--- src/hw/rtl/tcc_pkg.sv ---
// Shared types and constants for the text console cursor controller.
// Used by tcc_cursor, tcc_out_queue and text_console_cursor_controller.
package tcc_pkg;

  localparam int unsigned COL_W = 8;
  localparam int unsigned ROW_W = 7;
  localparam int unsigned CHAR_W = 8;
  localparam int unsigned MODE_W = 3;
  localparam int unsigned CMD_W = 2;
  localparam int unsigned COLS_REG_W = 9;
  localparam int unsigned ROWS_REG_W = 8;
  localparam int unsigned CFG_DATA_W = 9;
  localparam int unsigned CFG_INDEX_W = 1;
  localparam int unsigned MAX_CMDS = 3;
  localparam int unsigned CNT_W = 2;

  // Tab stops every 2**TAB_SHIFT columns
  localparam int unsigned TAB_SHIFT = 2;
  localparam int unsigned TAB_COLUMNS = 1 << TAB_SHIFT;

  localparam logic [CFG_INDEX_W-1:0] REG_SCREEN_COLUMNS = 1'd0;
  localparam logic [CFG_INDEX_W-1:0] REG_SCREEN_ROWS = 1'd1;

  localparam logic [MODE_W-1:0] MODE_CHAR = 3'd0;
  localparam logic [MODE_W-1:0] MODE_BACKSPACE = 3'd1;
  localparam logic [MODE_W-1:0] MODE_UP = 3'd2;
  localparam logic [MODE_W-1:0] MODE_DOWN = 3'd3;
  localparam logic [MODE_W-1:0] MODE_LEFT = 3'd4;
  localparam logic [MODE_W-1:0] MODE_RIGHT = 3'd5;
  localparam logic [MODE_W-1:0] MODE_BLINK = 3'd6;

  localparam logic [CHAR_W-1:0] CHAR_TAB = 8'd9;
  localparam logic [CHAR_W-1:0] CHAR_LF = 8'd10;
  localparam logic [CHAR_W-1:0] CHAR_CR = 8'd13;

  typedef enum logic [CMD_W-1:0] {
    CMD_CLEAR = 2'd0,
    CMD_DRAW  = 2'd1,
    CMD_SHOW  = 2'd2,
    CMD_HIDE  = 2'd3
  } tcc_command_t;

  typedef struct packed {
    tcc_command_t      command;
    logic [COL_W-1:0]  col;
    logic [ROW_W-1:0]  row;
    logic [CHAR_W-1:0] glyph;
  } tcc_cmd_t;

  // All commands caused by one input item
  typedef struct packed {
    tcc_cmd_t [MAX_CMDS-1:0] cmds;
    logic [CNT_W-1:0]        count;
    logic                    held;
  } tcc_bundle_t;

endpackage

--- src/hw/rtl/text_console_cursor_controller.sv ---
// Top level of the text console cursor controller: input register, screen
// size registers, cursor logic and result register. Depends on tcc_pkg.
//
// Takes console items (character, backspace, arrow move, blink tick) on the
// s_ stream and emits up to three cell commands per item on the m_ stream,
// one command per cycle while m_tready is high, tlast on the final one. Arrow
// moves at the screen edge and mode 7 produce no command. An item holds the
// result register until all its commands (1 to 3) are taken; an item with no
// commands leaves it free. The input register accepts the next item while the
// previous item's commands drain. The user must write the screen size
// registers only while the block is idle; the block itself does not enforce it.
module text_console_cursor_controller (
  input  logic                             clk,
  input  logic                             rst,
  // configuration
  input  logic                             cfg_we,
  input  logic [tcc_pkg::CFG_INDEX_W-1:0]  cfg_index,
  input  logic [tcc_pkg::CFG_DATA_W-1:0]   cfg_data,
  // input items
  input  logic                             s_tvalid,
  output logic                             s_tready,
  input  logic [7:0]                       s_tdata,   // [7:0] char_code
  input  logic [2:0]                       s_tuser,   // [2:0] mode
  // cell commands
  output logic                             m_tvalid,
  input  logic                             m_tready,
  // [7:0] cell_column, [14:8] cell_row, [22:15] glyph_code, [23] row_saturated
  output logic [23:0]                      m_tdata,
  output logic [1:0]                       m_tuser,   // [1:0] command
  output logic                             m_tlast
);

  logic [tcc_pkg::COLS_REG_W-1:0] screen_columns;
  logic [tcc_pkg::ROWS_REG_W-1:0] screen_rows;
  logic [tcc_pkg::COL_W-1:0]      last_col;
  logic [tcc_pkg::ROW_W-1:0]      last_row;

  logic                           in_valid;
  logic [tcc_pkg::MODE_W-1:0]     in_mode;
  logic [tcc_pkg::CHAR_W-1:0]     in_char;

  logic                           fire;
  logic                           q_free;
  logic                           q_held;
  logic                           q_last;
  tcc_pkg::tcc_bundle_t           bundle;
  tcc_pkg::tcc_cmd_t              head;

  always_ff @(posedge clk) begin
    if (rst) begin
      screen_columns <= 9'd128;
      screen_rows <= 8'd48;
    end else if (cfg_we) begin
      case (cfg_index)
        tcc_pkg::REG_SCREEN_COLUMNS: screen_columns <= cfg_data;
        tcc_pkg::REG_SCREEN_ROWS:    screen_rows <= cfg_data[tcc_pkg::ROWS_REG_W-1:0];
        default: begin
        end
      endcase
    end
  end

  // zero acts as one, oversize saturates
  always_comb begin
    if (screen_columns == '0) begin
      last_col = '0;
    end else if (screen_columns[tcc_pkg::COLS_REG_W-1]) begin
      last_col = '1;
    end else begin
      last_col = screen_columns[tcc_pkg::COL_W-1:0] - 1'b1;
    end
    if (screen_rows == '0) begin
      last_row = '0;
    end else if (screen_rows[tcc_pkg::ROWS_REG_W-1]) begin
      last_row = '1;
    end else begin
      last_row = screen_rows[tcc_pkg::ROW_W-1:0] - 1'b1;
    end
  end

  assign fire = in_valid && q_free;
  assign s_tready = !in_valid || fire;

  always_ff @(posedge clk) begin
    if (rst) begin
      in_valid <= 1'b0;
    end else if (s_tready) begin
      in_valid <= s_tvalid;
    end
  end

  always_ff @(posedge clk) begin
    if (s_tvalid && s_tready) begin
      in_mode <= s_tuser;
      in_char <= s_tdata;
    end
  end

  tcc_cursor u_cursor (
    .clk       (clk),
    .rst       (rst),
    .fire      (fire),
    .mode      (in_mode),
    .char_code (in_char),
    .last_col  (last_col),
    .last_row  (last_row),
    .bundle    (bundle)
  );

  tcc_out_queue u_out_queue (
    .clk       (clk),
    .rst       (rst),
    .load      (fire),
    .bundle    (bundle),
    .free      (q_free),
    .m_tvalid  (m_tvalid),
    .m_tready  (m_tready),
    .head      (head),
    .held      (q_held),
    .head_last (q_last)
  );

  assign m_tuser = head.command;
  assign m_tdata = {q_held, head.glyph, head.row, head.col};
  assign m_tlast = q_last;

endmodule

--- src/hw/rtl/tcc_cursor.sv ---
// Cursor state and per-item command generation for the console controller.
// Depends on tcc_pkg.
module tcc_cursor (
  input  logic                          clk,
  input  logic                          rst,
  input  logic                          fire,
  input  logic [tcc_pkg::MODE_W-1:0]    mode,
  input  logic [tcc_pkg::CHAR_W-1:0]    char_code,
  input  logic [tcc_pkg::COL_W-1:0]     last_col,
  input  logic [tcc_pkg::ROW_W-1:0]     last_row,
  output tcc_pkg::tcc_bundle_t          bundle
);

  logic [tcc_pkg::COL_W-1:0] cursor_column, cursor_column_next;
  logic [tcc_pkg::ROW_W-1:0] cursor_row, cursor_row_next;
  logic                      cursor_shown, cursor_shown_next;

  logic [tcc_pkg::CNT_W-1:0]  n;
  logic [tcc_pkg::COL_W:0]    tab_col;
  logic [tcc_pkg::COL_W-1:0]  col_dec;
  logic                       at_last_row;
  logic                       at_last_col;
  logic [tcc_pkg::COL_W-1:0]  adv_col;
  logic [tcc_pkg::ROW_W-1:0]  adv_row;
  logic                       adv_held;

  function automatic tcc_pkg::tcc_cmd_t mk(input tcc_pkg::tcc_command_t command,
                                           input logic [tcc_pkg::COL_W-1:0] col,
                                           input logic [tcc_pkg::ROW_W-1:0] row,
                                           input logic [tcc_pkg::CHAR_W-1:0] glyph);
    tcc_pkg::tcc_cmd_t r;
    r.command = command;
    r.col = col;
    r.row = row;
    r.glyph = glyph;
    return r;
  endfunction

  // next tab stop strictly above the current column, may reach 256
  assign tab_col = ({1'b0, cursor_column[tcc_pkg::COL_W-1:tcc_pkg::TAB_SHIFT]}
                    + 1'b1) << tcc_pkg::TAB_SHIFT;
  assign col_dec = cursor_column - 1'b1;
  assign at_last_row = cursor_row >= last_row;
  assign at_last_col = cursor_column >= last_col;

  // line advance: row held at the last row
  assign adv_col = '0;
  assign adv_row = at_last_row ? last_row : cursor_row + 1'b1;
  assign adv_held = at_last_row;

  always_comb begin
    cursor_column_next = cursor_column;
    cursor_row_next = cursor_row;
    cursor_shown_next = cursor_shown;
    bundle.cmds = '0;
    bundle.held = 1'b0;
    n = '0;
    case (mode)
      tcc_pkg::MODE_CHAR: begin
        bundle.cmds[0] = mk(tcc_pkg::CMD_CLEAR, cursor_column, cursor_row, '0);
        n = 2'd1;
        if (char_code == tcc_pkg::CHAR_CR) begin
          cursor_column_next = '0;
        end else if (char_code == tcc_pkg::CHAR_LF) begin
          bundle.cmds[1] = mk(tcc_pkg::CMD_HIDE, cursor_column, cursor_row, '0);
          n = 2'd2;
          cursor_column_next = adv_col;
          cursor_row_next = adv_row;
          bundle.held = adv_held;
        end else if (char_code == tcc_pkg::CHAR_TAB) begin
          if (tab_col >= {1'b0, last_col}) begin
            bundle.cmds[1] = mk(tcc_pkg::CMD_HIDE, cursor_column, cursor_row, '0);
            n = 2'd2;
            cursor_column_next = adv_col;
            cursor_row_next = adv_row;
            bundle.held = adv_held;
          end else begin
            cursor_column_next = tab_col[tcc_pkg::COL_W-1:0];
          end
        end else begin
          bundle.cmds[1] = mk(tcc_pkg::CMD_DRAW, cursor_column, cursor_row, char_code);
          n = 2'd2;
          if (at_last_col) begin
            bundle.cmds[2] = mk(tcc_pkg::CMD_HIDE, cursor_column, cursor_row, '0);
            n = 2'd3;
            cursor_column_next = adv_col;
            cursor_row_next = adv_row;
            bundle.held = adv_held;
          end else begin
            cursor_column_next = cursor_column + 1'b1;
          end
        end
      end
      tcc_pkg::MODE_BACKSPACE: begin
        bundle.cmds[0] = mk(tcc_pkg::CMD_CLEAR, cursor_column, cursor_row, '0);
        if (cursor_column == '0) begin
          if (cursor_row != '0) begin
            cursor_column_next = last_col;
            cursor_row_next = cursor_row - 1'b1;
          end
        end else begin
          cursor_column_next = (col_dec > last_col) ? last_col : col_dec;
        end
        bundle.cmds[1] = mk(tcc_pkg::CMD_CLEAR, cursor_column_next, cursor_row_next, '0);
        n = 2'd2;
        if (cursor_shown) begin
          bundle.cmds[2] = mk(tcc_pkg::CMD_SHOW, cursor_column_next, cursor_row_next, '0);
          n = 2'd3;
        end
      end
      tcc_pkg::MODE_UP, tcc_pkg::MODE_DOWN, tcc_pkg::MODE_LEFT, tcc_pkg::MODE_RIGHT: begin
        // a move off the edge produces nothing
        if (!((mode == tcc_pkg::MODE_UP && cursor_row == '0) ||
              (mode == tcc_pkg::MODE_DOWN && at_last_row) ||
              (mode == tcc_pkg::MODE_LEFT && cursor_column == '0) ||
              (mode == tcc_pkg::MODE_RIGHT && at_last_col))) begin
          bundle.cmds[0] = mk(tcc_pkg::CMD_HIDE, cursor_column, cursor_row, '0);
          n = 2'd1;
          if (mode == tcc_pkg::MODE_UP) begin
            cursor_row_next = cursor_row - 1'b1;
          end else if (mode == tcc_pkg::MODE_DOWN) begin
            cursor_row_next = cursor_row + 1'b1;
          end else if (mode == tcc_pkg::MODE_LEFT) begin
            cursor_column_next = (col_dec > last_col) ? last_col : col_dec;
          end else begin
            cursor_column_next = cursor_column + 1'b1;
          end
          if (cursor_shown) begin
            bundle.cmds[1] = mk(tcc_pkg::CMD_SHOW, cursor_column_next, cursor_row_next, '0);
            n = 2'd2;
          end
        end
      end
      tcc_pkg::MODE_BLINK: begin
        cursor_shown_next = !cursor_shown;
        bundle.cmds[0] = mk(cursor_shown ? tcc_pkg::CMD_HIDE : tcc_pkg::CMD_SHOW,
                            cursor_column, cursor_row, '0);
        n = 2'd1;
      end
      default: begin
      end
    endcase
    bundle.count = n;
  end

  always_ff @(posedge clk) begin
    if (rst) begin
      cursor_column <= '0;
      cursor_row <= '0;
      cursor_shown <= 1'b0;
    end else if (fire) begin
      cursor_column <= cursor_column_next;
      cursor_row <= cursor_row_next;
      cursor_shown <= cursor_shown_next;
    end
  end

endmodule

--- src/hw/rtl/tcc_out_queue.sv ---
// Result register: holds the commands of one item and sends them one a cycle while m_tready is high.
// Depends on tcc_pkg.
module tcc_out_queue (
  input  logic                        clk,
  input  logic                        rst,
  input  logic                        load,
  input  tcc_pkg::tcc_bundle_t        bundle,
  output logic                        free,
  output logic                        m_tvalid,
  input  logic                        m_tready,
  output tcc_pkg::tcc_cmd_t           head,
  output logic                        held,
  output logic                        head_last
);

  tcc_pkg::tcc_cmd_t [tcc_pkg::MAX_CMDS-1:0] entries;
  logic [tcc_pkg::CNT_W-1:0]                 count;
  logic                                      take;

  assign m_tvalid = count != '0;
  assign take = m_tvalid && m_tready;
  // free when empty or when the final command leaves this cycle
  assign free = (count == '0) || (count == 2'd1 && m_tready);
  assign head = entries[0];
  assign head_last = count == 2'd1;

  always_ff @(posedge clk) begin
    if (rst) begin
      count <= '0;
    end else if (load) begin
      count <= bundle.count;
    end else if (take) begin
      count <= count - 1'b1;
    end
  end

  always_ff @(posedge clk) begin
    if (load) begin
      entries <= bundle.cmds;
      held <= bundle.held;
    end else if (take) begin
      entries[0] <= entries[1];
      entries[1] <= entries[2];
    end
  end

endmodule

--- config.mk ---
export PLATFORM = sky130hd
export DESIGN_NAME = text_console_cursor_controller
export DESIGN_NICKNAME = d
export VERILOG_FILES = /design/src/hw/rtl/tcc_pkg.sv /design/src/hw/rtl/text_console_cursor_controller.sv /design/src/hw/rtl/tcc_cursor.sv /design/src/hw/rtl/tcc_out_queue.sv
export SDC_FILE = /design/constraint.sdc
export NUM_CORES = 1
export LEC_CHECK = 0
export ABC_AREA = 1
export BUFFER_PORTS_ARGS = -buffer_cell sky130_fd_sc_hd__clkbuf_2
export CORE_ASPECT_RATIO = 1.1
export CORE_MARGIN = 2
export CORE_UTILIZATION = 36
export CTS_CLUSTER_SIZE = 20
export DETAILED_ROUTE_END_ITERATION = 16
export GPL_TIMING_DRIVEN = 1
export SYNTH_ARGS = -nofsm -noshare
export SYNTH_HDL_FRONTEND = slang
export SYNTH_SLANG_ARGS = --single-unit
--- constraint.sdc ---
create_clock -name clk -period 5.3 [get_ports clk]
set_input_delay 0.53 -clock clk [delete_from_list [all_inputs] [get_ports clk]]
set_output_delay 0.53 -clock clk [all_outputs]
set_load 0.01 [all_outputs]
==> results of run 1 <==
==> how the worst max path moves through the flow <==
stage | depth (start not counted) | start | to
floorplan | 20 | screen_rows[0] | u_cursor.cursor_row[6]
global placement | 20 | screen_rows[0] | u_cursor.cursor_row[1]
detailed placement | 20 | screen_rows[0] | u_cursor.cursor_row[2]
CTS | 20 | screen_rows[0] | u_cursor.cursor_row[2]
global route | 20 | screen_rows[0] | u_cursor.cursor_row[6]
finish | 20 | screen_rows[0] | u_cursor.cursor_row[2]
==> power by group <==
part	switching (mW)	internal [mW]
Sequential	0.167	1.36
Clock	0.442	0.693
Combinational	1.55	0.699
Total	2.16	2.75
==> cells in the final DEF (no fill, tap or decap), drive strengths merged, types with 2 or more instances in the layout <==
cell        n
ha         38
a32o       15
clkinv      8
dfxtp      36
a21oi      40
or2         2
nor2      114
nand3      98
o22ai      16
nand4      10
xnor2       3
nand2     244
o21a        3
o21ai      73
clkbuf     71
nor4        2
nor3       22
buf         7
bufinv      2
edfxtp     79
xor2       22
o211ai     18
clkinvlp    4
inv       127
a221oi      4
==> flip-flops by register name (all words and copies together) (netlist names) <==
signal and cells:
in_char 8, in_mode 3, in_valid 1, screen_columns 9, screen_rows 8, u_cursor.cursor_column 8, u_cursor.cursor_row 7, u_cursor.cursor_shown 1
u_out_queue.count 2, u_out_queue.entries 42, u_out_queue.head 25, u_out_queue.held 1
==> metal layers <==
metal | vias to the layer above | routed length, um | global-route usage (%)
met2 | 236 | 9710 | 30.4
met4 | 0 | 439 | 6.62
met5 | - | 0 | 0
met3 | 33 | 1250 | 3.50
li1 | 3484 | - | -
met1 | 3229 | 10100 | 27.0
==> logic make-up (layout without fill, tap and decap cells) <==
kind of cell | count (synthesis) | count (layout) | synth area share, %
adders and majority gates | 38 | 38 | 6.06
AOI/OAI and AO/OA | 174 | 174 | 13.5
buffers and inverters | 187 | 219 | 10.8
DFF | 115 | 115 | 39.4
and+or+nand+nor | 492 | 492 | 27.4
xor gates and xnor gates | 25 | 25 | 2.79
==> worst reg2reg max path, cell delays in order (launching register included) <==
cell                      delay (ns)
sky130_fd_sc_hd__dfxtp_1        0.32
sky130_fd_sc_hd__inv_1          0.12
sky130_fd_sc_hd__ha_1           0.19
sky130_fd_sc_hd__nand3_1        0.12
sky130_fd_sc_hd__nor3_1         0.15
sky130_fd_sc_hd__inv_1          0.07
sky130_fd_sc_hd__nor2_1         0.12
sky130_fd_sc_hd__inv_1          0.10
sky130_fd_sc_hd__o21ai_0        0.15
sky130_fd_sc_hd__ha_1           0.32
sky130_fd_sc_hd__a21oi_1        0.12
sky130_fd_sc_hd__o21ai_0        0.11
sky130_fd_sc_hd__nand4_1        0.08
sky130_fd_sc_hd__nand3_1        0.31
sky130_fd_sc_hd__a21oi_2        0.28
sky130_fd_sc_hd__nand2_1        0.17
sky130_fd_sc_hd__nor2_2         0.50
sky130_fd_sc_hd__o21ai_2        0.36
sky130_fd_sc_hd__nand2_1        0.15
sky130_fd_sc_hd__nand2_1        0.06
sky130_fd_sc_hd__nor2_1         0.11
==> final cells by class <==
class | count | area [um^2] | share of cell area [%]
clock buffer | 17 | 425 | 4.86
clock inverter | 15 | 155 | 1.77
inverter | 126 | 477 | 5.45
multi-input combinational | 729 | 3910 | 44.7
sequential | 115 | 3090 | 35.4
tap | 290 | 363 | 4.15
timing repair buffer | 61 | 323 | 3.69
==> cell usage after synthesis, types with 2 or more instances <==
master / instances
sky130_fd_sc_hd__buf_6: 2
sky130_fd_sc_hd__nor2_2: 10
sky130_fd_sc_hd__xnor2_1: 3
sky130_fd_sc_hd__edfxtp_1: 79
sky130_fd_sc_hd__nand3_1: 93
sky130_fd_sc_hd__inv_2: 9
sky130_fd_sc_hd__nand4_1: 9
sky130_fd_sc_hd__nand3_2: 5
sky130_fd_sc_hd__buf_2: 8
sky130_fd_sc_hd__nor3_1: 20
sky130_fd_sc_hd__o21a_1: 3
sky130_fd_sc_hd__nand2_2: 6
sky130_fd_sc_hd__a21oi_1: 38
sky130_fd_sc_hd__dfxtp_1: 36
sky130_fd_sc_hd__o211ai_1: 18
sky130_fd_sc_hd__buf_4: 31
sky130_fd_sc_hd__o22ai_1: 16
sky130_fd_sc_hd__or2_2: 2
sky130_fd_sc_hd__a221oi_1: 4
sky130_fd_sc_hd__clkbuf_1: 19
sky130_fd_sc_hd__clkinv_1: 2
sky130_fd_sc_hd__xor2_1: 22
sky130_fd_sc_hd__a32o_1: 15
sky130_fd_sc_hd__ha_1: 38
sky130_fd_sc_hd__o21ai_0: 64
sky130_fd_sc_hd__nor2_4: 2
sky130_fd_sc_hd__nand2_4: 2
sky130_fd_sc_hd__nor3_2: 2
sky130_fd_sc_hd__nor2_1: 102
sky130_fd_sc_hd__a21oi_2: 2
sky130_fd_sc_hd__inv_1: 113
sky130_fd_sc_hd__o21ai_1: 8
sky130_fd_sc_hd__nand2_1: 236
==> through the flow <==
| stage | util (%) | cells | instance area [um^2] | setup slack (ns) | power, mW |
|---|---|---|---|---|---|
| after floorplan | - | 1031 | 7840 | 2.31 | 3.29 |
| after global placement | 38.2 | 1321 | 8170 | 1.64 | 3.74 |
| after detailed placement | 38.2 | 1321 | 8170 | 1.41 | 3.76 |
| after CTS | 40.9 | 1353 | 8750 | 1.36 | 4.91 |
| after global routing | 40.9 | 1353 | 8750 | 0.846 | 5.31 |
| final | 40.9 | 1353 | 8750 | 1.33 | 4.90 |
==> tab_implementation.tex, run 1 <==
\begin{tabular}{lr}
\hline
Metric & Value \\
\hline
\multicolumn{2}{l}{\textbf{Die}} \\
Die Height & 159 um \\
Core Region & 0.0214 mm\^{}2 \\
Number of I/O pins & 55 \\
Die outline width & 145 um \\
Effective utilization at floorplan & 36.7\% \\
Row Count & 56 \\
Total Die Area & 0.0230 mm\^{}2 \\
\multicolumn{2}{l}{\textbf{Clock network}} \\
Total clock buffers created by CTS & 17 \\
Number of buffers between clock root and the deepest sink & 2 \\
Sink Count & 115 \\
CTS tree & yes \\
Number of gates resized after CTS & 0 \\
Clock latency on the worst-skew pair & 0.42 ns \\
Reg clk slew, reported paths & 0.06 ns \\
Clock H-tree levels & 4 \\
Root buffer selected by CTS & sky130\_fd\_sc\_hd\_\_clkbuf\_16 \\
Number of buffers inserted to repair setup after CTS & 0 \\
Hold Buf Count CTS & 0 \\
\multicolumn{2}{l}{\textbf{Setup path}} \\
CP max FO & 17 \\
Cells along the critical path & inv\_1 > ha\_1 > nand3\_1 > nor3\_1 > inv\_1 > nor2\_1 > inv\_1 > o21ai\_0 > ha\_1 > a21oi\_1 > o21ai\_0 > nand4\_1 > nand3\_1 > a21oi\_2 > nand2\_1 > nor2\_2 > o21ai\_2 > nand2\_1 > nand2\_1 > nor2\_1 \\
Critical Path AT & 4.33 ns \\
Largest delay contributor family on the critical path & simple AND/OR/NAND/NOR gates \\
Critical path capture point type & flip-flop \\
Crit start category & flip-flop \\
Crit Path Category & flip-flop to flip-flop \\
Flop-to-flop setup slack & 1.33 ns \\
Max stage delay cell, worst path & sky130\_fd\_sc\_hd\_\_nor2\_2 \\
Capturing point of the worst reg2reg path & u\_cursor.cursor\_row[2] \\
CP required & 5.66 ns \\
Cell depth of the worst flop-to-flop path & 20 \\
Startpoint of the lowest-slack register-to-register path & screen\_rows[0] \\
Largest stage delay on the critical path & 0.50 ns \\
Buf/Inv on CP & 3 \\
\multicolumn{2}{l}{\textbf{Timing}} \\
Post-Route Setup TNS & 0 ns \\
F\_max & 0.252 GHz \\
Clock skew after layout & 0.00892 ns \\
Total count of hold-check failures in the final report & 0 \\
Max-Slew Margin vs Limit & 30.5\% \\
Number of setup violations in the final report & 0 \\
Unrepaired setup endpoints after global routing & false \\
Time the worst path needs with I/O delays and setup & 3.97 ns \\
Period utilisation layout & 75.0\% \\
Slew Limit Fails & 0 \\
Transition time at the pin with the least slew margin & 1.04 ns \\
Final Hold Slack & 0.290 ns \\
\multicolumn{2}{l}{\textbf{Cells and area}} \\
Layout-stage area growth over the synthesis result & 11.5\% \\
NumNets Final & 1114 \\
Share of layout cells above drive strength 1 & 13.0\% \\
Total of fill cells in the finished design & 2161 \\
Final antenna diode count & 0 \\
\multicolumn{2}{l}{\textbf{Synth}} \\
Most used DFF post-synth & sky130\_fd\_sc\_hd\_\_edfxtp\_1 \\
Synthesis Warnings & 0 \\
Most area-consuming cells after synthesis & sky130\_fd\_sc\_hd\_\_edfxtp\_1, sky130\_fd\_sc\_hd\_\_nand2\_1, sky130\_fd\_sc\_hd\_\_dfxtp\_1 \\
Synthesized area divided by synthesized cell count & 7.61 um\^{}2 \\
Share of the synthesized area in the top cell type & 30.3\% \\
Share of flip-flops with an asynchronous set or reset after synthesis & 0\% \\
Synth Net Count & 1095 \\
Portion of the post-synthesis area used by sequential elements & 39.4\% \\
Number of library cell types mapped by synthesis & 45 \\
Cell accounting for the most synthesized area & sky130\_fd\_sc\_hd\_\_edfxtp\_1 \\
Register bit total from synthesis & 115 \\
Synthesized area & 0.00784 mm\^{}2 \\
Cell count after synthesis & 1031 \\
Post-synth EDFFs & 79 \\
\multicolumn{2}{l}{\textbf{Placed design}} \\
Number of buffers added on ports & 54 \\
Global placement routability congestion & 0.935 \\
HPWL after detailed placement & 15700 um \\
\multicolumn{2}{l}{\textbf{Drt}} \\
Total Routed Length & 21500 um \\
Iter 0 DRT Violations & 550 \\
Via count & 6982 \\
Routed vias/inst & 5.16 \\
Count of TritonRoute iterations in the first routing pass & 5 \\
Routed Antenna Nets & 0 \\
Routed length per instance & 15.9 um \\
DR DRC count & 0 \\
\multicolumn{2}{l}{\textbf{GRT}} \\
Antenna violations before repair & 0 \\
Largest net degree at the start of global routing & 54 \\
First-pass GRT wire length & 35400 um \\
Remaining global-route overflow & 0 \\
Number of global-route vias before repair & 6747 \\
Total global routing track utilization & 19.5\% \\
\multicolumn{2}{l}{\textbf{Run status}} \\
Result of the run & finished, final reports clean \\
\multicolumn{2}{l}{\textbf{Worst hold path}} \\
Depth of the worst hold-timing path & 1 \\
Hold path endpoint & in\_char[4] \\
Worst Min Path Start & s\_tdata[4] \\
Worst min-delay path class & primary input to flip-flop \\
\multicolumn{2}{l}{\textbf{Pwr}} \\
Leakage power & 3.87 nW \\
Power density over cell area & 561 mW/mm\^{}2 \\
Max rail drop VDD & 0.000259 V \\
\multicolumn{2}{l}{\textbf{Flow run}} \\
MaxCap Viol Count & 0 \\
\hline
\end{tabular}
(Power assumes the default switching activity.)
==> run 2: changes to the inputs <==
clock period = 3.3 ns   (was 5.3 ns; I/O delays follow)
==> run 2 against run 1 <==
  * Via count up 1.8%
  * Sequential power is 57% higher
  * Routed wire length up 3.2%
  * Highest routed layer unchanged
  * First-iteration DRC count up 6.9%
  * Register-to-register slack got worse by 1.2 ns
  * Sequential share of layout area is 1.8 points lower
  * Global-route usage rose by 0.065 points
  * Setup slack got worse by 1.2 ns
  * Flip-flop and latch count stayed put
==> tab_implementation.tex, run 2 (synthesis gave the netlist of run 1 again) <==
\begin{tabular}{lr}
\hline
Metric & Value \\
\hline
\multicolumn{2}{l}{\textbf{Cells and area}} \\
Non-filler instance count after layout & 1397 (was 1353) \\
NumNets Final & 1159 (was 1114) \\
Most common library cell in the layout ignoring fill and taps & sky130\_fd\_sc\_hd\_\_nand2\_1 (unchanged) \\
Share of layout cells above drive strength 1 & 18.0\% (was 13.0\%) \\
Util after Layout & 43.1\% (was 40.9\%) \\
Register bank with the most flops & u\_out\_queue.entries (unchanged) \\
Final antenna diode count & 0 (unchanged) \\
Max reg flops & 42 (unchanged) \\
Layout-stage area growth over the synthesis result & 17.4\% (was 11.5\%) \\
Leading cell types in the layout, fill and taps excluded & sky130\_fd\_sc\_hd\_\_nand2\_1, sky130\_fd\_sc\_hd\_\_inv\_1, sky130\_fd\_sc\_hd\_\_nor2\_1 (unchanged) \\
Post-Layout Inst Area & 0.00920 mm\^{}2 (was 0.00875 mm\^{}2) \\
\multicolumn{2}{l}{\textbf{Placed design}} \\
Number of placed instances, taps included & 1366 (was 1321) \\
HPWL after detailed placement & 16900 um (was 15700 um) \\
Global placement routability congestion & 0.952 (was 0.935) \\
Standard cell area after detailed placement & 0.00853 mm\^{}2 (was 0.00817 mm\^{}2) \\
Number of buffers added on ports & 54 (unchanged) \\
\multicolumn{2}{l}{\textbf{Drt}} \\
Routed vias/inst & 5.09 (was 5.16) \\
Routed Antenna Nets & 0 (unchanged) \\
Iter 0 DRT Violations & 588 (was 550) \\
Total Routed Length & 22200 um (was 21500 um) \\
Routed length per instance & 15.9 um (about the same) \\
DR DRC count & 0 (unchanged) \\
Via count & 7111 (was 6982) \\
Count of TritonRoute iterations in the first routing pass & 5 (unchanged) \\
\multicolumn{2}{l}{\textbf{Clock network}} \\
Hold Buf Count CTS & 0 (unchanged) \\
CTS tree & yes (unchanged) \\
Number of buffers between clock root and the deepest sink & 2 (unchanged) \\
Root buffer selected by CTS & sky130\_fd\_sc\_hd\_\_clkbuf\_16 (unchanged) \\
Clock latency on the worst-skew pair & 0.43 ns (was 0.42 ns) \\
Total clock buffers created by CTS & 17 (unchanged) \\
Sink Count & 115 (unchanged) \\
Clock H-tree levels & 4 (unchanged) \\
Reg clk slew, reported paths & 0.06 ns (about the same) \\
\multicolumn{2}{l}{\textbf{Setup path}} \\
Crit Path Category & flip-flop to flip-flop (unchanged) \\
Crit start category & flip-flop (unchanged) \\
CP max FO & 9 (was 17) \\
Critical path capture point type & flip-flop (unchanged) \\
CP required & 3.45 ns (was 5.66 ns) \\
Critical Path AT & 3.36 ns (was 4.33 ns) \\
\multicolumn{2}{l}{\textbf{GRT}} \\
Largest net degree at the start of global routing & 43 (was 54) \\
Number of global-route vias before repair & 6819 (was 6747) \\
Total global routing track utilization & 19.5\% (about the same) \\
First-pass GRT wire length & 35100 um (was 35400 um) \\
Antenna violations before repair & 0 (unchanged) \\
Remaining global-route overflow & 0 (unchanged) \\
\multicolumn{2}{l}{\textbf{Die}} \\
Number of I/O pins & 55 (unchanged) \\
Row Count & 56 (unchanged) \\
Core Region & 0.0214 mm\^{}2 (unchanged) \\
Die Height & 159 um (unchanged) \\
Die outline width & 145 um (unchanged) \\
Total Die Area & 0.0230 mm\^{}2 (unchanged) \\
Effective utilization at floorplan & 36.7\% (unchanged) \\
\multicolumn{2}{l}{\textbf{Timing}} \\
Clock skew after layout & 0.00706 ns (was 0.00892 ns) \\
Slew Limit Fails & 0 (unchanged) \\
Total count of hold-check failures in the final report & 0 (unchanged) \\
F\_max & 0.311 GHz (was 0.252 GHz) \\
Period utilisation layout & 97.5\% (was 75.0\%) \\
Number of setup violations in the final report & 0 (unchanged) \\
Max-Slew Margin vs Limit & 36.2\% (was 30.5\%) \\
Post-Route Setup TNS & 0 ns (unchanged) \\
Transition time at the pin with the least slew margin & 0.953 ns (was 1.04 ns) \\
Time the worst path needs with I/O delays and setup & 3.22 ns (was 3.97 ns) \\
\multicolumn{2}{l}{\textbf{Pwr}} \\
Switching Power & 3.54 mW (was 2.16 mW) \\
Portion of total power attributed to sequential cells & 29.1\% (was 31.1\%) \\
Max rail drop VDD & 0.000387 V (was 0.000259 V) \\
Internal & 4.70 mW (was 2.75 mW) \\
Leakage power & 4.10 nW (was 3.87 nW) \\
Power density over cell area & 895 mW/mm\^{}2 (was 561 mW/mm\^{}2) \\
Total power draw & 8.24 mW (was 4.90 mW) \\
Logic gate share of total power & 49.0\% (was 45.8\%) \\
Clock share of power & 21.9\% (was 23.1\%) \\
Switching share of power & 42.9\% (was 43.9\%) \\
\multicolumn{2}{l}{\textbf{Flow run}} \\
MaxCap Viol Count & 0 (unchanged) \\
\multicolumn{2}{l}{\textbf{Worst hold path}} \\
Worst min-delay path class & primary input to flip-flop (unchanged) \\
\multicolumn{2}{l}{\textbf{Run status}} \\
Result of the run & finished, final reports clean (unchanged) \\
\hline
\end{tabular}
-- run 2: cell types whose count changed in the layout (fill, tap and decap cells not counted), moves of 3 or more --
cell and change:
sky130_fd_sc_hd__o21ai_0 -6, sky130_fd_sc_hd__buf_4 +41, sky130_fd_sc_hd__nand2_1 -7, sky130_fd_sc_hd__nor2_1 -3, sky130_fd_sc_hd__o21ai_1 +6, sky130_fd_sc_hd__nand2_2 +5
-- run 2: what timing repair did --
| item | 4_1_cts | 5_1_grt |
|---|---|---|
| setup endpoints to repair | 0 | 53 |
| buffers inserted | 0 | 0 |
| gates resized for setup | 0 | 34 |
-- run 2: worst paths after layout --
path / end / cells past startpoint / slack, ns / startpoint
setup / recovery: u_out_queue.held / 16 / 0.08 / screen_rows[0]
setup reg to reg: u_out_queue.held / 16 / 0.08 / screen_rows[0]
hold reg to reg: screen_rows[1] / 2 / 0.49 / screen_rows[1]
hold / removal: in_char[0] / 1 / 0.08 / s_tdata[0]
-- run 2: layer usage --
| layer | routed length, um | up-vias | global-route usage [%] | part of all wire [%] |
|---|---|---|---|---|
| met4 | 405 | 0 | 5.78 | 1.8 |
| met5 | 0 | - | 0 | 0 |
| met2 | 10200 | 260 | 31.1 | 46 |
| met1 | 10200 | 3233 | 27.0 | 46 |
| met3 | 1410 | 34 | 3.59 | 6.3 |
| li1 | - | 3584 | - | - |
-- run 2: critical path: stages, from the launching register on --
cell and delay (ns):
sky130_fd_sc_hd__dfxtp_1 0.32, sky130_fd_sc_hd__inv_2 0.09, sky130_fd_sc_hd__ha_2 0.20, sky130_fd_sc_hd__nand3_1 0.11, sky130_fd_sc_hd__nor3_1 0.14, sky130_fd_sc_hd__inv_1 0.08
sky130_fd_sc_hd__nor2_1 0.12, sky130_fd_sc_hd__inv_1 0.10, sky130_fd_sc_hd__o21ai_0 0.14, sky130_fd_sc_hd__ha_1 0.22, sky130_fd_sc_hd__nand2_1 0.06, sky130_fd_sc_hd__nor2_1 0.10
sky130_fd_sc_hd__nand4_1 0.13, sky130_fd_sc_hd__nand3_2 0.15, sky130_fd_sc_hd__buf_4 0.19, sky130_fd_sc_hd__clkinvlp_4 0.19, sky130_fd_sc_hd__nor4_1 0.59
-- run 2: through the flow --
stage	hold slack, ns	worst slack [ns]
floorplan	0.399	0.309
global placement	0.472	0.150
detailed placement	0.482	0.0409
CTS	0.0765	0.0416
global route	0.0782	-0.0394
finish	0.0838	0.0818
-- run 2: cell type report --
class	instances	area [um^2]
clock buffers	18	429
clock inverters	13	136
fillers	2157	12200
inverters	126	483
multi-input cells	729	4010
flip-flops and latches	115	3090
well taps	290	363
repair buffers	106	693
-- run 2: power groups by stage --
stage / Combinational (mW) / Sequential, mW / Clock, mW
2_1_floorplan: 2.95 / 2.34 / 0
3_3_place_gp: 3.94 / 2.42 / 0
3_5_place_dp: 3.96 / 2.42 / 0
4_1_cts: 3.98 / 2.39 / 1.82
5_1_grt: 4.56 / 2.44 / 1.87
6_report: 4.04 / 2.39 / 1.80
==> run 3: changes to the inputs <==
SYNTH_HIERARCHICAL = 1   (was unset)
==> run 3 against run 2 <==
  * Routed wire length grew 4.5%
  * Flip-flop and latch count grew 8
  * Setup slack gained 0.072 ns
  * Via count grew 11%
  * Final cell count grew 14%
  * Die area grew 12%
  * Critical path depth grew 3
  * Highest routed layer unchanged
==> tab_implementation.tex, run 3 <==
\begin{tabular}{lr}
\hline
Metric & Value \\
\hline
\multicolumn{2}{l}{\textbf{Timing}} \\
Final Hold Slack & 0.0843 ns (was 0.0838 ns) \\
Post-Route Setup TNS & 0 ns (unchanged) \\
Number of setup violations in the final report & 0 (unchanged) \\
Period utilisation layout & 95.4\% (was 97.5\%) \\
Unrepaired setup endpoints after global routing & true \\
Max-Slew Margin vs Limit & 31.2\% (was 36.2\%) \\
Clock skew after layout & 0.0120 ns (was 0.00706 ns) \\
Time the worst path needs with I/O delays and setup & 3.15 ns (was 3.22 ns) \\
F\_max & 0.318 GHz (was 0.311 GHz) \\
Slew Limit Fails & 0 (unchanged) \\
PnR worst setup slack & 0.153 ns (was 0.0818 ns) \\
Total count of hold-check failures in the final report & 0 (unchanged) \\
Transition time at the pin with the least slew margin & 1.03 ns (was 0.953 ns) \\
\multicolumn{2}{l}{\textbf{Synth}} \\
Portion of the post-synthesis area used by sequential elements & 37.9\% (was 39.4\%) \\
Synthesis Warnings & 6 (was 0) \\
Cell accounting for the most synthesized area & sky130\_fd\_sc\_hd\_\_edfxtp\_1 (unchanged) \\
Share of flip-flops with an asynchronous set or reset after synthesis & 0\% (unchanged) \\
Leading cell types by count after synthesis & sky130\_fd\_sc\_hd\_\_nand2\_1, sky130\_fd\_sc\_hd\_\_nor2\_1, sky130\_fd\_sc\_hd\_\_nand3\_1 (was sky130\_fd\_sc\_hd\_\_nand2\_1, sky130\_fd\_sc\_hd\_\_inv\_1, sky130\_fd\_sc\_hd\_\_nor2\_1) \\
Register bit total from synthesis & 123 (was 115) \\
Synthesized area divided by synthesized cell count & 7.29 um\^{}2 (was 7.61 um\^{}2) \\
Number of library cell types mapped by synthesis & 47 (was 45) \\
Most used DFF post-synth & sky130\_fd\_sc\_hd\_\_edfxtp\_1 (unchanged) \\
Synthesized area & 0.00880 mm\^{}2 (was 0.00784 mm\^{}2) \\
Most area-consuming cells after synthesis & sky130\_fd\_sc\_hd\_\_edfxtp\_1, sky130\_fd\_sc\_hd\_\_nand2\_1, sky130\_fd\_sc\_hd\_\_dfxtp\_1 (unchanged) \\
Share of the synthesized area in the top cell type & 29.7\% (was 30.3\%) \\
Most frequent cell after synthesis & sky130\_fd\_sc\_hd\_\_nand2\_1 (unchanged) \\
Post-synth EDFFs & 87 (was 79) \\
Cell count after synthesis & 1206 (was 1031) \\
\multicolumn{2}{l}{\textbf{Cells and area}} \\
Max reg flops & 50 (was 42) \\
Share of layout cells above drive strength 1 & 18.8\% (was 18.0\%) \\
Total of fill cells in the finished design & 2478 (was 2157) \\
Util after Layout & 41.8\% (was 43.1\%) \\
Most common library cell in the layout ignoring fill and taps & sky130\_fd\_sc\_hd\_\_nand2\_1 (unchanged) \\
Final antenna diode count & 0 (unchanged) \\
Register bank with the most flops & u\_out\_queue/entries (was u\_out\_queue.entries) \\
Layout-stage area growth over the synthesis result & 15.1\% (was 17.4\%) \\
NumNets Final & 1329 (was 1159) \\
Post-Layout Inst Area & 0.0101 mm\^{}2 (was 0.00920 mm\^{}2) \\
Non-filler instance count after layout & 1586 (was 1397) \\
Leading cell types in the layout, fill and taps excluded & sky130\_fd\_sc\_hd\_\_nand2\_1, sky130\_fd\_sc\_hd\_\_nand3\_1, sky130\_fd\_sc\_hd\_\_nor2\_1 (was sky130\_fd\_sc\_hd\_\_nand2\_1, sky130\_fd\_sc\_hd\_\_inv\_1, sky130\_fd\_sc\_hd\_\_nor2\_1) \\
\multicolumn{2}{l}{\textbf{GRT}} \\
Number of global-route vias before repair & 7401 (was 6819) \\
Total global routing track utilization & 18.1\% (was 19.5\%) \\
Largest net degree at the start of global routing & 52 (was 43) \\
Antenna violations before repair & 0 (unchanged) \\
First-pass GRT wire length & 37700 um (was 35100 um) \\
Remaining global-route overflow & 0 (unchanged) \\
\multicolumn{2}{l}{\textbf{Drt}} \\
Top sig layer & met4 (unchanged) \\
Detailed-routed wire length on met2 & 10800 um (was 10200 um) \\
Total Routed Length & 23200 um (was 22200 um) \\
Iter 0 DRT Violations & 543 (was 588) \\
Count of TritonRoute iterations in the first routing pass & 5 (unchanged) \\
Routed Antenna Nets & 0 (unchanged) \\
Routed vias/inst & 4.96 (was 5.09) \\
DR DRC count & 0 (unchanged) \\
Routed met3 length & 1160 um (was 1410 um) \\
Routed length per instance & 14.7 um (was 15.9 um) \\
Via count & 7874 (was 7111) \\
Wire length on met1 & 10900 um (was 10200 um) \\
\multicolumn{2}{l}{\textbf{Placed design}} \\
Standard cell area after detailed placement & 0.00926 mm\^{}2 (was 0.00853 mm\^{}2) \\
HPWL after detailed placement & 17600 um (was 16900 um) \\
Setup Slack @ Placement & 0.0453 ns (was 0.0409 ns) \\
Number of placed instances, taps included & 1541 (was 1366) \\
Number of buffers added on ports & 54 (unchanged) \\
Global placement routability congestion & 0.942 (was 0.952) \\
\multicolumn{2}{l}{\textbf{Pwr}} \\
Max rail drop VDD & 0.000373 V (was 0.000387 V) \\
Total power draw & 7.55 mW (was 8.24 mW) \\
Leakage power & 4.72 nW (was 4.10 nW) \\
Power density over cell area & 746 mW/mm\^{}2 (was 895 mW/mm\^{}2) \\
\multicolumn{2}{l}{\textbf{Flow run}} \\
MaxCap Viol Count & 0 (unchanged) \\
\multicolumn{2}{l}{\textbf{Die}} \\
Effective utilization at floorplan & 36.3\% (was 36.7\%) \\
Die Height & 168 um (was 159 um) \\
Die outline width & 153 um (was 145 um) \\
Number of I/O pins & 55 (unchanged) \\
Core Region & 0.0242 mm\^{}2 (was 0.0214 mm\^{}2) \\
Total Die Area & 0.0257 mm\^{}2 (was 0.0230 mm\^{}2) \\
Row Count & 60 (was 56) \\
\multicolumn{2}{l}{\textbf{Run status}} \\
Result of the run & finished, final reports clean (unchanged) \\
\multicolumn{2}{l}{\textbf{Clock network}} \\
Reg clk slew, reported paths & 0.07 ns (was 0.06 ns) \\
CTS tree & yes (unchanged) \\
Clock H-tree levels & 4 (unchanged) \\
Sink Count & 123 (was 115) \\
Total clock buffers created by CTS & 17 (unchanged) \\
Root buffer selected by CTS & sky130\_fd\_sc\_hd\_\_clkbuf\_16 (unchanged) \\
Number of buffers between clock root and the deepest sink & 2 (unchanged) \\
Clock latency on the worst-skew pair & 0.42 ns (was 0.43 ns) \\
\multicolumn{2}{l}{\textbf{Setup path}} \\
Crit Path Category & flip-flop to flip-flop (unchanged) \\
Critical Path AT & 3.43 ns (was 3.36 ns) \\
CP max FO & 6 (was 9) \\
CP required & 3.58 ns (was 3.45 ns) \\
Critical path capture point type & flip-flop (unchanged) \\
Crit start category & flip-flop (unchanged) \\
\multicolumn{2}{l}{\textbf{Worst hold path}} \\
Worst min-delay path class & primary input to flip-flop (unchanged) \\
\hline
\end{tabular}
[run 3: cell count changes in the layout (fill, tap and decap cells not counted), sizes merged, moves of 8 or more]
cell,previous run,this run
nand3,98,115
xor2,22,13
nor2,114,138
edfxtp,79,87
a32o,15,0
a21oi,40,52
nand2,244,385
conb,0,16
nand4,10,21
nor3,22,6
o21ai,73,57
[run 3: worst paths after layout]
| check | start | end | slack (ns) | depth (start not counted) |
|---|---|---|---|---|
| hold / removal | s_tdata[6] | in_char[6] | 0.08 | 1 |
| setup reg to reg | screen_rows[0] | u_out_queue/entries[37] | 0.15 | 19 |
| setup / recovery | screen_rows[0] | u_out_queue/entries[37] | 0.15 | 19 |
| hold reg to reg | screen_columns[1] | screen_columns[1] | 0.50 | 2 |
[run 3: critical path: stages, from the launching register on]
cell	delay [ns]
sky130_fd_sc_hd__dfxtp_2	0.32
sky130_fd_sc_hd__inv_2	0.07
sky130_fd_sc_hd__ha_4	0.13
sky130_fd_sc_hd__inv_1	0.05
sky130_fd_sc_hd__nor2_4	0.14
sky130_fd_sc_hd__nand2_2	0.09
sky130_fd_sc_hd__nor3_4	0.29
sky130_fd_sc_hd__a21oi_1	0.08
sky130_fd_sc_hd__inv_1	0.12
sky130_fd_sc_hd__ha_4	0.22
sky130_fd_sc_hd__nand2_1	0.07
sky130_fd_sc_hd__nand2_2	0.07
sky130_fd_sc_hd__a21oi_4	0.19
sky130_fd_sc_hd__nand3_2	0.15
sky130_fd_sc_hd__a21oi_4	0.21
sky130_fd_sc_hd__nand3_1	0.14
sky130_fd_sc_hd__buf_4	0.19
sky130_fd_sc_hd__o221ai_1	0.26
sky130_fd_sc_hd__nand2_1	0.11
sky130_fd_sc_hd__nand2_1	0.10
[run 3: kinds of logic after synthesis]
logic type | after synthesis | share of synthesized area, %
simple gates | 670 | 33.2
other cells | 1 | 0.0426
fa+ha+maj | 40 | 5.69
compound gates | 152 | 9.87
flops | 123 | 37.9
buf+inv | 202 | 11.6
xor+xnor | 18 | 1.79
[run 3: area by class of cell]
type                            instances  area, um^2  share of cell area, %
Sequential cell                       123        3330                   32.9
Tap cell                              310         388                   3.83
Clock inverter                         15         146                   1.45
Inverter                              117         453                   4.47
Clock buffer                           17         425                   4.20
Timing Repair Buffer                  108         708                   6.99
Multi-Input combinational cell        896        4670                   46.1
[run 3: timing repair]
item | CTS | global route
setup buffers | 0 | 14
hold buffers | 0 | 0
resized for setup | 0 | 56
endpoints found under the setup margin | 0 | 51
[run 3: metal layers]
layer / global-route usage (%) / up-vias
met3: 3.35 / 32
met5: 0 / -
met2: 29.0 / 213
met1: 24.8 / 3573
li1: - / 4056
met4: 5.39 / 0
[run 3: where the power goes]
part	internal (mW)	total (mW)	switching, mW
logic	1.19	3.48	2.30
registers	2.10	2.25	0.152
clock network	1.00	1.82	0.816
total	4.29	7.55	3.26
